File: config.mk
export PLATFORM = sky130hd
export DESIGN_NAME = kmp_stream_matcher
export DESIGN_NICKNAME = d
export VERILOG_FILES = /design/src/sv/kmp_pkg.sv /design/src/sv/kmp_ram.sv /design/src/sv/kmp_engine.sv /design/src/sv/kmp_stream_matcher.sv
export VERILOG_INCLUDE_DIRS = /design/src /design/src/sv
export SDC_FILE = /design/constraint.sdc
export NUM_CORES = 1
export LEC_CHECK = 0
export BUFFER_PORTS_ARGS = -buffer_cell sky130_fd_sc_hd__buf_2
export CORE_ASPECT_RATIO = 1.5
export CORE_MARGIN = 2
export CORE_UTILIZATION = 60
export DETAILED_ROUTE_END_ITERATION = 8
export PLACE_DENSITY_LB_ADDON = 0.3
export SLEW_MARGIN = 20
export SYNTH_ARGS = -nofsm -noshare
export SYNTH_HDL_FRONTEND = slang
export SYNTH_SLANG_ARGS = --single-unit
File: constraint.sdc
create_clock -name clk -period 7.2 [get_ports clk]
set_clock_uncertainty 0.05 [all_clocks]
set_input_delay 0.72 -clock clk [delete_from_list [all_inputs] [get_ports clk]]
set_output_delay 0.72 -clock clk [all_outputs]
set_load 0.02 [all_outputs]
File: src/sv/kmp_stream_matcher_macros.svh
// Assertion macros shared by the matcher RTL.
`ifndef KMP_STREAM_MATCHER_MACROS_SVH
`define KMP_STREAM_MATCHER_MACROS_SVH

// Same-cycle implication, checked on every rising edge outside reset.
`define KMP_ASSERT_NOW(label, ante, cons) \
  label: assert property (@(posedge clk) disable iff (rst) (ante) |-> (cons)) \
    else $error("kmp_stream_matcher: same-cycle check failed");

// Next-cycle implication, checked on every rising edge outside reset.
`define KMP_ASSERT_NEXT(label, ante, cons) \
  label: assert property (@(posedge clk) disable iff (rst) (ante) |=> (cons)) \
    else $error("kmp_stream_matcher: next-cycle check failed");

`endif

File: src/sv/kmp_pkg.sv
// Shared constants and types of the streaming KMP matcher.
`timescale 1ns / 1ps

package kmp_pkg;

  localparam int MAX_PATTERN   = 32;
  localparam int POSITION_BITS = 32;
  localparam int IDX_W         = (MAX_PATTERN > 1) ? $clog2(MAX_PATTERN) : 1;
  localparam int LEN_W         = $clog2(MAX_PATTERN + 1);
  localparam int SYM_W         = 8;
  localparam int START_W       = 32;

  typedef logic [IDX_W-1:0]         idx_t;
  typedef logic [LEN_W-1:0]         len_t;
  typedef logic [SYM_W-1:0]         sym_t;
  typedef logic [POSITION_BITS-1:0] pos_t;
  typedef logic [START_W-1:0]       start_t;

  // Mode codes of an input item.
  localparam logic MODE_PATTERN = 1'b0;
  localparam logic MODE_TEXT    = 1'b1;

  typedef struct packed {
    logic mode;
    sym_t symbol;
    logic first;
    logic last;
  } item_t;

  typedef struct packed {
    logic   valid;
    logic   match;
    start_t match_start;
    logic   end_of_text;
    logic   none_found;
  } result_t;

endpackage

File: src/sv/kmp_ram.sv
// Generic single-write, single-read RAM with registered read data.
`timescale 1ns / 1ps

module kmp_ram #(
  parameter int WIDTH = 8,
  parameter int DEPTH = 32
) (
  input  logic                                   clk,
  input  logic                                   we,
  input  logic [(DEPTH > 1 ? $clog2(DEPTH) : 1)-1:0] waddr,
  input  logic [WIDTH-1:0]                       wdata,
  input  logic [(DEPTH > 1 ? $clog2(DEPTH) : 1)-1:0] raddr,
  output logic [WIDTH-1:0]                       rdata
);

  logic [WIDTH-1:0] mem [DEPTH];

  always_ff @(posedge clk) begin
    if (we) begin
      mem[waddr] <= wdata;
    end
    rdata <= mem[raddr];
  end

endmodule

File: src/sv/kmp_engine.sv
// Sequencer and shared compare/fallback unit of the KMP matcher.
`timescale 1ns / 1ps

module kmp_engine (
  input  logic             clk,
  input  logic             rst,
  input  logic             accept,
  input  kmp_pkg::item_t   item,
  input  logic             slot_free,
  output logic             idle,
  output kmp_pkg::result_t res
);

  localparam logic [2:0] S_IDLE  = 3'd0;
  localparam logic [2:0] S_LOADK = 3'd1;
  localparam logic [2:0] S_WALK  = 3'd2;
  localparam logic [2:0] S_TAIL  = 3'd3;
  localparam logic [2:0] S_EMIT  = 3'd4;

  logic [2:0]    state, state_next;
  logic          mode_r, mode_r_next;
  kmp_pkg::sym_t sym, sym_next;
  logic          last_r, last_r_next;
  logic          hit, hit_next;
  logic          seen, seen_next;
  kmp_pkg::len_t len, len_next;
  kmp_pkg::len_t matched, matched_next;
  kmp_pkg::len_t j, j_next;
  kmp_pkg::pos_t pos, pos_next;

  logic          p_we, t_we;
  kmp_pkg::idx_t p_waddr, t_waddr, p_raddr, t_raddr;
  kmp_pkg::sym_t p_rdata;
  kmp_pkg::len_t t_wdata, t_rdata;

  kmp_pkg::len_t len_eff, j_start, jj;
  kmp_pkg::pos_t start_full;

  kmp_ram #(.WIDTH(kmp_pkg::SYM_W), .DEPTH(kmp_pkg::MAX_PATTERN)) u_pattern (
    .clk   (clk),
    .we    (p_we),
    .waddr (p_waddr),
    .wdata (item.symbol),
    .raddr (p_raddr),
    .rdata (p_rdata)
  );

  kmp_ram #(.WIDTH(kmp_pkg::LEN_W), .DEPTH(kmp_pkg::MAX_PATTERN)) u_prefix (
    .clk   (clk),
    .we    (t_we),
    .waddr (t_waddr),
    .wdata (t_wdata),
    .raddr (t_raddr),
    .rdata (t_rdata)
  );

  assign idle       = (state == S_IDLE);
  assign start_full = pos + kmp_pkg::pos_t'(1) - kmp_pkg::pos_t'(len);

  always_comb begin
    state_next   = state;
    mode_r_next  = mode_r;
    sym_next     = sym;
    last_r_next  = last_r;
    hit_next     = hit;
    seen_next    = seen;
    len_next     = len;
    matched_next = matched;
    j_next       = j;
    pos_next     = pos;
    p_we         = 1'b0;
    p_waddr      = kmp_pkg::idx_t'(len);
    t_we         = 1'b0;
    t_waddr      = kmp_pkg::idx_t'(len);
    t_wdata      = '0;
    p_raddr      = kmp_pkg::idx_t'(j);
    t_raddr      = kmp_pkg::idx_t'(j - kmp_pkg::len_t'(1));
    res          = '0;

    len_eff = (item.first && item.mode == kmp_pkg::MODE_PATTERN) ? '0 : len;
    j_start = (item.first) ? '0 : matched;
    if (j_start >= len) begin
      j_start = '0;
    end
    jj = (p_rdata == sym) ? j + kmp_pkg::len_t'(1) : j;

    case (state)
      S_IDLE: begin
        if (accept) begin
          mode_r_next = item.mode;
          sym_next    = item.symbol;
          last_r_next = item.last;
          if (item.mode == kmp_pkg::MODE_PATTERN) begin
            len_next = len_eff;
            if (item.first) begin
              matched_next = '0;
            end
            if (len_eff < kmp_pkg::len_t'(kmp_pkg::MAX_PATTERN)) begin
              p_we    = 1'b1;
              p_waddr = kmp_pkg::idx_t'(len_eff);
              if (len_eff == '0) begin
                // first byte: its prefix entry is zero
                t_we     = 1'b1;
                t_waddr  = '0;
                t_wdata  = '0;
                len_next = kmp_pkg::len_t'(1);
              end else begin
                t_raddr    = kmp_pkg::idx_t'(len_eff - kmp_pkg::len_t'(1));
                state_next = S_LOADK;
              end
            end
          end else begin
            if (item.first) begin
              pos_next  = '0;
              seen_next = 1'b0;
            end
            matched_next = j_start;
            hit_next     = 1'b0;
            if (len == '0) begin
              state_next = S_EMIT;
            end else begin
              j_next     = j_start;
              p_raddr    = kmp_pkg::idx_t'(j_start);
              t_raddr    = kmp_pkg::idx_t'(j_start - kmp_pkg::len_t'(1));
              state_next = S_WALK;
            end
          end
        end
      end

      S_LOADK: begin
        // start the walk from the previous entry's border
        j_next     = t_rdata;
        p_raddr    = kmp_pkg::idx_t'(t_rdata);
        t_raddr    = kmp_pkg::idx_t'(t_rdata - kmp_pkg::len_t'(1));
        state_next = S_WALK;
      end

      S_WALK: begin
        if (j != '0 && p_rdata != sym) begin
          j_next  = t_rdata;
          p_raddr = kmp_pkg::idx_t'(t_rdata);
          t_raddr = kmp_pkg::idx_t'(t_rdata - kmp_pkg::len_t'(1));
        end else if (mode_r == kmp_pkg::MODE_PATTERN) begin
          t_we       = 1'b1;
          t_waddr    = kmp_pkg::idx_t'(len);
          t_wdata    = jj;
          len_next   = len + kmp_pkg::len_t'(1);
          state_next = S_IDLE;
        end else if (jj == len) begin
          hit_next   = 1'b1;
          t_raddr    = kmp_pkg::idx_t'(jj - kmp_pkg::len_t'(1));
          state_next = S_TAIL;
        end else begin
          matched_next = jj;
          state_next   = S_EMIT;
        end
      end

      S_TAIL: begin
        // resume from the border of the full match
        matched_next = t_rdata;
        state_next   = S_EMIT;
      end

      S_EMIT: begin
        if (slot_free) begin
          res.valid       = 1'b1;
          res.match       = hit;
          res.match_start = hit ? kmp_pkg::start_t'(start_full) : '0;
          res.end_of_text = last_r;
          res.none_found  = last_r && !(seen || hit);
          seen_next       = seen || hit;
          pos_next        = pos + kmp_pkg::pos_t'(1);
          state_next      = S_IDLE;
        end
      end

      default: begin
        state_next = S_IDLE;
      end
    endcase
  end

  always_ff @(posedge clk) begin
    if (rst) begin
      state   <= S_IDLE;
      len     <= '0;
      matched <= '0;
      pos     <= '0;
      seen    <= 1'b0;
    end else begin
      state   <= state_next;
      len     <= len_next;
      matched <= matched_next;
      pos     <= pos_next;
      seen    <= seen_next;
    end
  end

  always_ff @(posedge clk) begin
    mode_r <= mode_r_next;
    sym    <= sym_next;
    last_r <= last_r_next;
    hit    <= hit_next;
    j      <= j_next;
  end

endmodule

File: src/sv/kmp_stream_matcher.sv
// Top level of the streaming KMP exact byte matcher.
// Usage:
//   Input channel s_*: one item per byte. s_tuser[0] selects pattern (0) or text (1),
//   s_tuser[1] starts a new pattern or a new text, s_tlast marks the final text byte.
//   Pattern items are appended to the pattern store and extend the border table;
//   bytes beyond the pattern capacity are dropped. Pattern items give no result.
//   Output channel m_*: one item per text byte, with the match flag, the start offset
//   of a match ending at that byte, end of text and "no match in this text".
// Sequencing:
//   A text item is accepted while idle and walks the border table one fallback at a
//   time; a completed match then looks up the border of the full match to resume, and
//   the result goes to the output register. The next item is accepted only after the
//   result is handed over, so no new byte is taken before the last one is through. A
//   pattern item that is the first byte or is dropped ends at acceptance; any other
//   reads the previous entry's border, then walks and writes its table entry. The pace
//   is set by the single compare/fallback unit and the registered read port of the two
//   stores; fallbacks average at most one per byte. s_tready is high only while idle.
// Reset clears lengths, text position and the seen-match flag; the stores are not cleared.
// A stalled receiver holds the result in the output register; the next item is still
// accepted and worked on, and its result waits until the register frees.
`timescale 1ns / 1ps
`include "kmp_stream_matcher_macros.svh"

module kmp_stream_matcher (
  input  logic        clk,
  input  logic        rst,
  input  logic        s_tvalid,
  output logic        s_tready,
  input  logic [7:0]  s_tdata,   // [7:0] symbol
  input  logic [1:0]  s_tuser,   // [0] mode, [1] first
  input  logic        s_tlast,   // last
  output logic        m_tvalid,
  input  logic        m_tready,
  output logic [31:0] m_tdata,   // [31:0] match_start
  output logic [1:0]  m_tuser,   // [0] match, [1] none_found
  output logic        m_tlast    // end_of_text
);

  kmp_pkg::item_t   item;
  kmp_pkg::result_t res;
  logic             accept;
  logic             idle;
  logic             slot_free;

  // Unpack the input item: mode, symbol, first, last
  assign item = {s_tuser[0], s_tdata, s_tuser[1], s_tlast};

  assign s_tready  = idle;
  assign accept    = s_tvalid && s_tready;
  // the output register frees when empty or being taken this cycle
  assign slot_free = !m_tvalid || m_tready;

  kmp_engine u_engine (
    .clk       (clk),
    .rst       (rst),
    .accept    (accept),
    .item      (item),
    .slot_free (slot_free),
    .idle      (idle),
    .res       (res)
  );

  // Output register: load a fresh result, drop the held one once taken
  always_ff @(posedge clk) begin
    if (rst) begin
      m_tvalid <= 1'b0;
    end else if (res.valid) begin
      m_tvalid <= 1'b1;
    end else if (m_tready) begin
      m_tvalid <= 1'b0;
    end
  end

  always_ff @(posedge clk) begin
    if (res.valid) begin
      m_tdata    <= res.match_start;
      m_tuser[0] <= res.match;
      m_tuser[1] <= res.none_found;
      m_tlast    <= res.end_of_text;
    end
  end

  // A result never overwrites one still waiting
  `KMP_ASSERT_NOW(a_no_overwrite, res.valid, !m_tvalid || m_tready)
  // Without a match the start offset reads zero
  `KMP_ASSERT_NOW(a_start_zero, m_tvalid && !m_tuser[0], m_tdata == 32'd0)
  // "No match" is only reported at the end of a text, and never alongside a match
  `KMP_ASSERT_NOW(a_none_at_end, m_tvalid && m_tuser[1], m_tlast && !m_tuser[0])
  // An emitted result lands in the output register
  `KMP_ASSERT_NEXT(a_result_lands, res.valid, m_tvalid)

endmodule
==> flow_summary_export.csv <==
group,metric,value,unit
run_status,status,"completed",
clock_network,cts_tree,"done",
yosys,synthesis.area,25700,sq um
yosys,yosysTopAreaCellShare,58.4,%
global_route,grt_overflow,0,
yosys,yosys-top-cells-count,"edfxtp_1, mux2i_1, nor2_1",
sta,hold_violations,0,
drt,vias,16352,
global_route,grt_pass1_vias,16533,
die,coreArea,42100,sq um
global_route,grtUsageTotal,28.0,%
global_route,grt_pass1_wl,95900,um
die,row_count,92,
hold_path,hold_class,"primary input to flop",
global_route,grt_max_degree,129,
sta,setup_viol,0,
die,ios,52,
power_and_ir_drop,netSwitchingPower,3.09,mW
power_and_ir_drop,p_int,6.25,mW
placement,place_area,26500,sq um
die,dieArea,44600,sq um
setup_path,worstPathRequired,7620,ps
setup_path,critical_path_class,"flop to flop",
drt,wirelength,62200,um
sta,relSlewSlack,26.7,%
drt,wl_per_cell,24.1,um
die,die_h,258,um
yosys,synth.most_common_cell,"edfxtp_1",
die,initial_utilization,61.0,%
yosys,yosysWarnings,0,
yosys,ys_seq_area_share,63.3,%
clock_network,cts_resized,0,
drt,drtIter0Drc,1530,
power_and_ir_drop,seq_power_share,40.3,%
hold_path,hold_depth,1,
drt,dr.pass1.iters,6,
clock_network,hold_buffers,0,
setup_path,critPathLaunchType,"flop",
clock_network,cts_made_buffers,50,
yosys,ys_async_sr_fraction,0,%
sta,max_freq,177,MHz
clock_network,clock_path_buffers,3,
setup_path,worstReg2RegEnd,"u_engine.u_pattern.rdata[5]",
power_and_ir_drop,p_clk_share,28.3,%
setup_path,slowest_stage,"dfxtp_1",
final_layout,antennaDiodeCount,0,
clock_network,cts_sinks,563,
final_layout,drive_gt1_share,9.55,%
yosys,synth-seq-cells,563,
sta,slew_violations,0,
sta,fin_ws,1540,ps
yosys,synth_area_per_cell,13.1,sq um
placement,post-place-ws,1380,ps
sta,period_minus_slack,5660,ps
setup_path,cp_cell_sequence,"nand2b_1 > nand2b_1 > clkinv_1 > nand2_1 > o211ai_1 > a221oi_4 > buf_12 > mux2i_1 > mux2i_1 > mux2i_1 > mux2i_1 > mux2_2",
setup_path,r2r_slack,1540,ps
final_layout,stdcell_count,2586,
drt,ant_nets,0,
final_layout,area_delta_synth_final,9.37,%
sta,grt_setup_unrepaired,"false",
flow_run,drv_cap,0,
placement,globalplace.congestion,1.04,
placement,io_buffers,51,
yosys,netlist_instances,1965,
clock_network,cts-root-buf,"clkbuf_16",
clock_network,cts.htree.levels,2,
die,die_w,173,um
setup_path,worstPathMaxFanout,128,
power_and_ir_drop,pwr-share-comb,31.4,%
sta,fin_setup_tns,0,ps
yosys,synth_cell_type_count,81,
sta,hold_slack,257,ps
power_and_ir_drop,powerDensity,332,nW/um^2
placement,dp_hpwl,42100,um
final_layout,final_nets,2021,
setup_path,reg2reg_from,"u_engine.state[0]",
yosys,synth_nets,2003,
setup_path,cp_common_cell,"mux2i_1",
yosys,synth_edf_count,500,
global_route,antenna_found_initial,0,
setup_path,r2r_cells,12,
clock_network,clk_latency,590,ps
final_layout,final_util,66.8,%
power_and_ir_drop,leakagePower,10.4,nW
power_and_ir_drop,finalPower,9.34,mW
clock_network,post_cts_buffers,0,
power_and_ir_drop,swShare,33.1,%
power_and_ir_drop,peakVddDrop,0.000279,V
drt,drc,0,
drt,viasPerCell,6.32,
final_layout,final_cell_area,28100,sq um
yosys,synth.area.top_cells,"edfxtp_1, mux2i_1, dfxtp_1",
clock_network,clkSlewWorstSetupHoldPaths,60,ps
setup_path,cp.arrival,6080,ps
hold_path,hp-start,"s_tlast",
sta,period_share,78.6,%
setup_path,end_kind,"flop",
hold_path,holdPathEnd,"u_engine.last_r",
setup_path,slowest_delay,850,ps
placement,dpl.cell_count,2494,
yosys,synth_largest_area_cell,"edfxtp_1",
yosys,ys.flop_type,"edfxtp_1",
sta,tightest_slew,1100,ps
final_layout,fillers,3055,
-- worst max-delay path: cells and delay by family, from the launching register on --
| family | cells | cell delay [ps] |
|---|---|---|
| buffers and inverters | 2 | 1110 |
| muxes | 5 | 1190 |
| AOI/OAI and AO/OA | 2 | 790 |
| and+or+nand+nor | 3 | 1330 |
| DFF | 1 | 850 |
-- power groups by stage --
stage	Sequential (mW)	Clock (mW)	Combinational [mW]
after floorplan	3.78	0	2.16
after global placement	3.83	0	2.84
after detailed placement	3.83	0	2.89
after CTS	3.76	2.67	2.90
after global routing	3.77	2.78	3.13
final	3.77	2.64	2.94
-- sequential cells by signal, summed over array words and instances, names as in the netlist, 8 cells and up --
name and flops:
u_engine.u_prefix.mem 192, m_tdata 32, u_engine.pos 32, u_engine.u_pattern.rdata 8, u_engine.u_pattern.mem 256, u_engine.sym 8
-- layer usage --
layer | share of wire [%] | GRT usage, % | vias up
met3 | 4.6 | 3.72 | 234
met1 | 37 | 31.3 | 8040
li1 | - | - | 7452
met5 | 0 | 0 | -
met4 | 6.8 | 16.9 | 0
met2 | 52 | 50.8 | 626
-- area by class of cell --
cell class	count	area [sq um]	area share, %
Sequential cell	563	16300	57.9
Multi-Input combinational cell	1254	8920	31.7
Clock buffer	60	1330	4.73
Tap cell	564	706	2.51
Timing Repair Buffer	74	450	1.60
Clock inverter	31	290	1.03
Inverter	40	150	0.534
-- how the worst max path moves through the flow --
stage / startpoint / end / cells after the start
global placement: s_tuser[1] / u_engine.u_prefix.rdata[0] / 20
finish: u_engine.state[0] / u_engine.u_pattern.rdata[5] / 12
floorplan: s_tuser[1] / u_engine.u_prefix.rdata[0] / 21
detailed placement: s_tuser[1] / u_engine.u_prefix.rdata[2] / 20
CTS: u_engine.state[0] / u_engine.u_pattern.rdata[7] / 12
global route: u_engine.len[2] / u_engine.u_prefix.rdata[2] / 17
-- kinds of logic (layout without fill, tap and decap cells) --
group                      count (synthesis)  after routing  synth area share [%]
DFF                                      563            563                  63.3
and+or+nand+nor                          511            511                  9.24
muxes                                    326            326                  12.7
AOI/OAI and AO/OA                        309            309                  8.21
buffers and inverters                    148            205                  2.41
xor gates and xnor gates                  84             84                  2.91
adders and majority gates                 24             24                  1.19
-- layout by cell type (no fill, tap or decap), types with 22 or more instances in the layout --
cell type,count
o21ai_0,45
o21a_1,26
nor2_1,190
buf_2,51
nand3_1,49
nand2_1,119
mux2i_1,315
ha_1,22
edfxtp_1,500
xor2_1,30
xnor2_1,53
inv_1,36
dfxtp_1,63
nor3_1,30
a21oi_1,81
clkbuf_16,51
a211oi_1,35
Note: power is estimated with default switching activity, not from simulation.
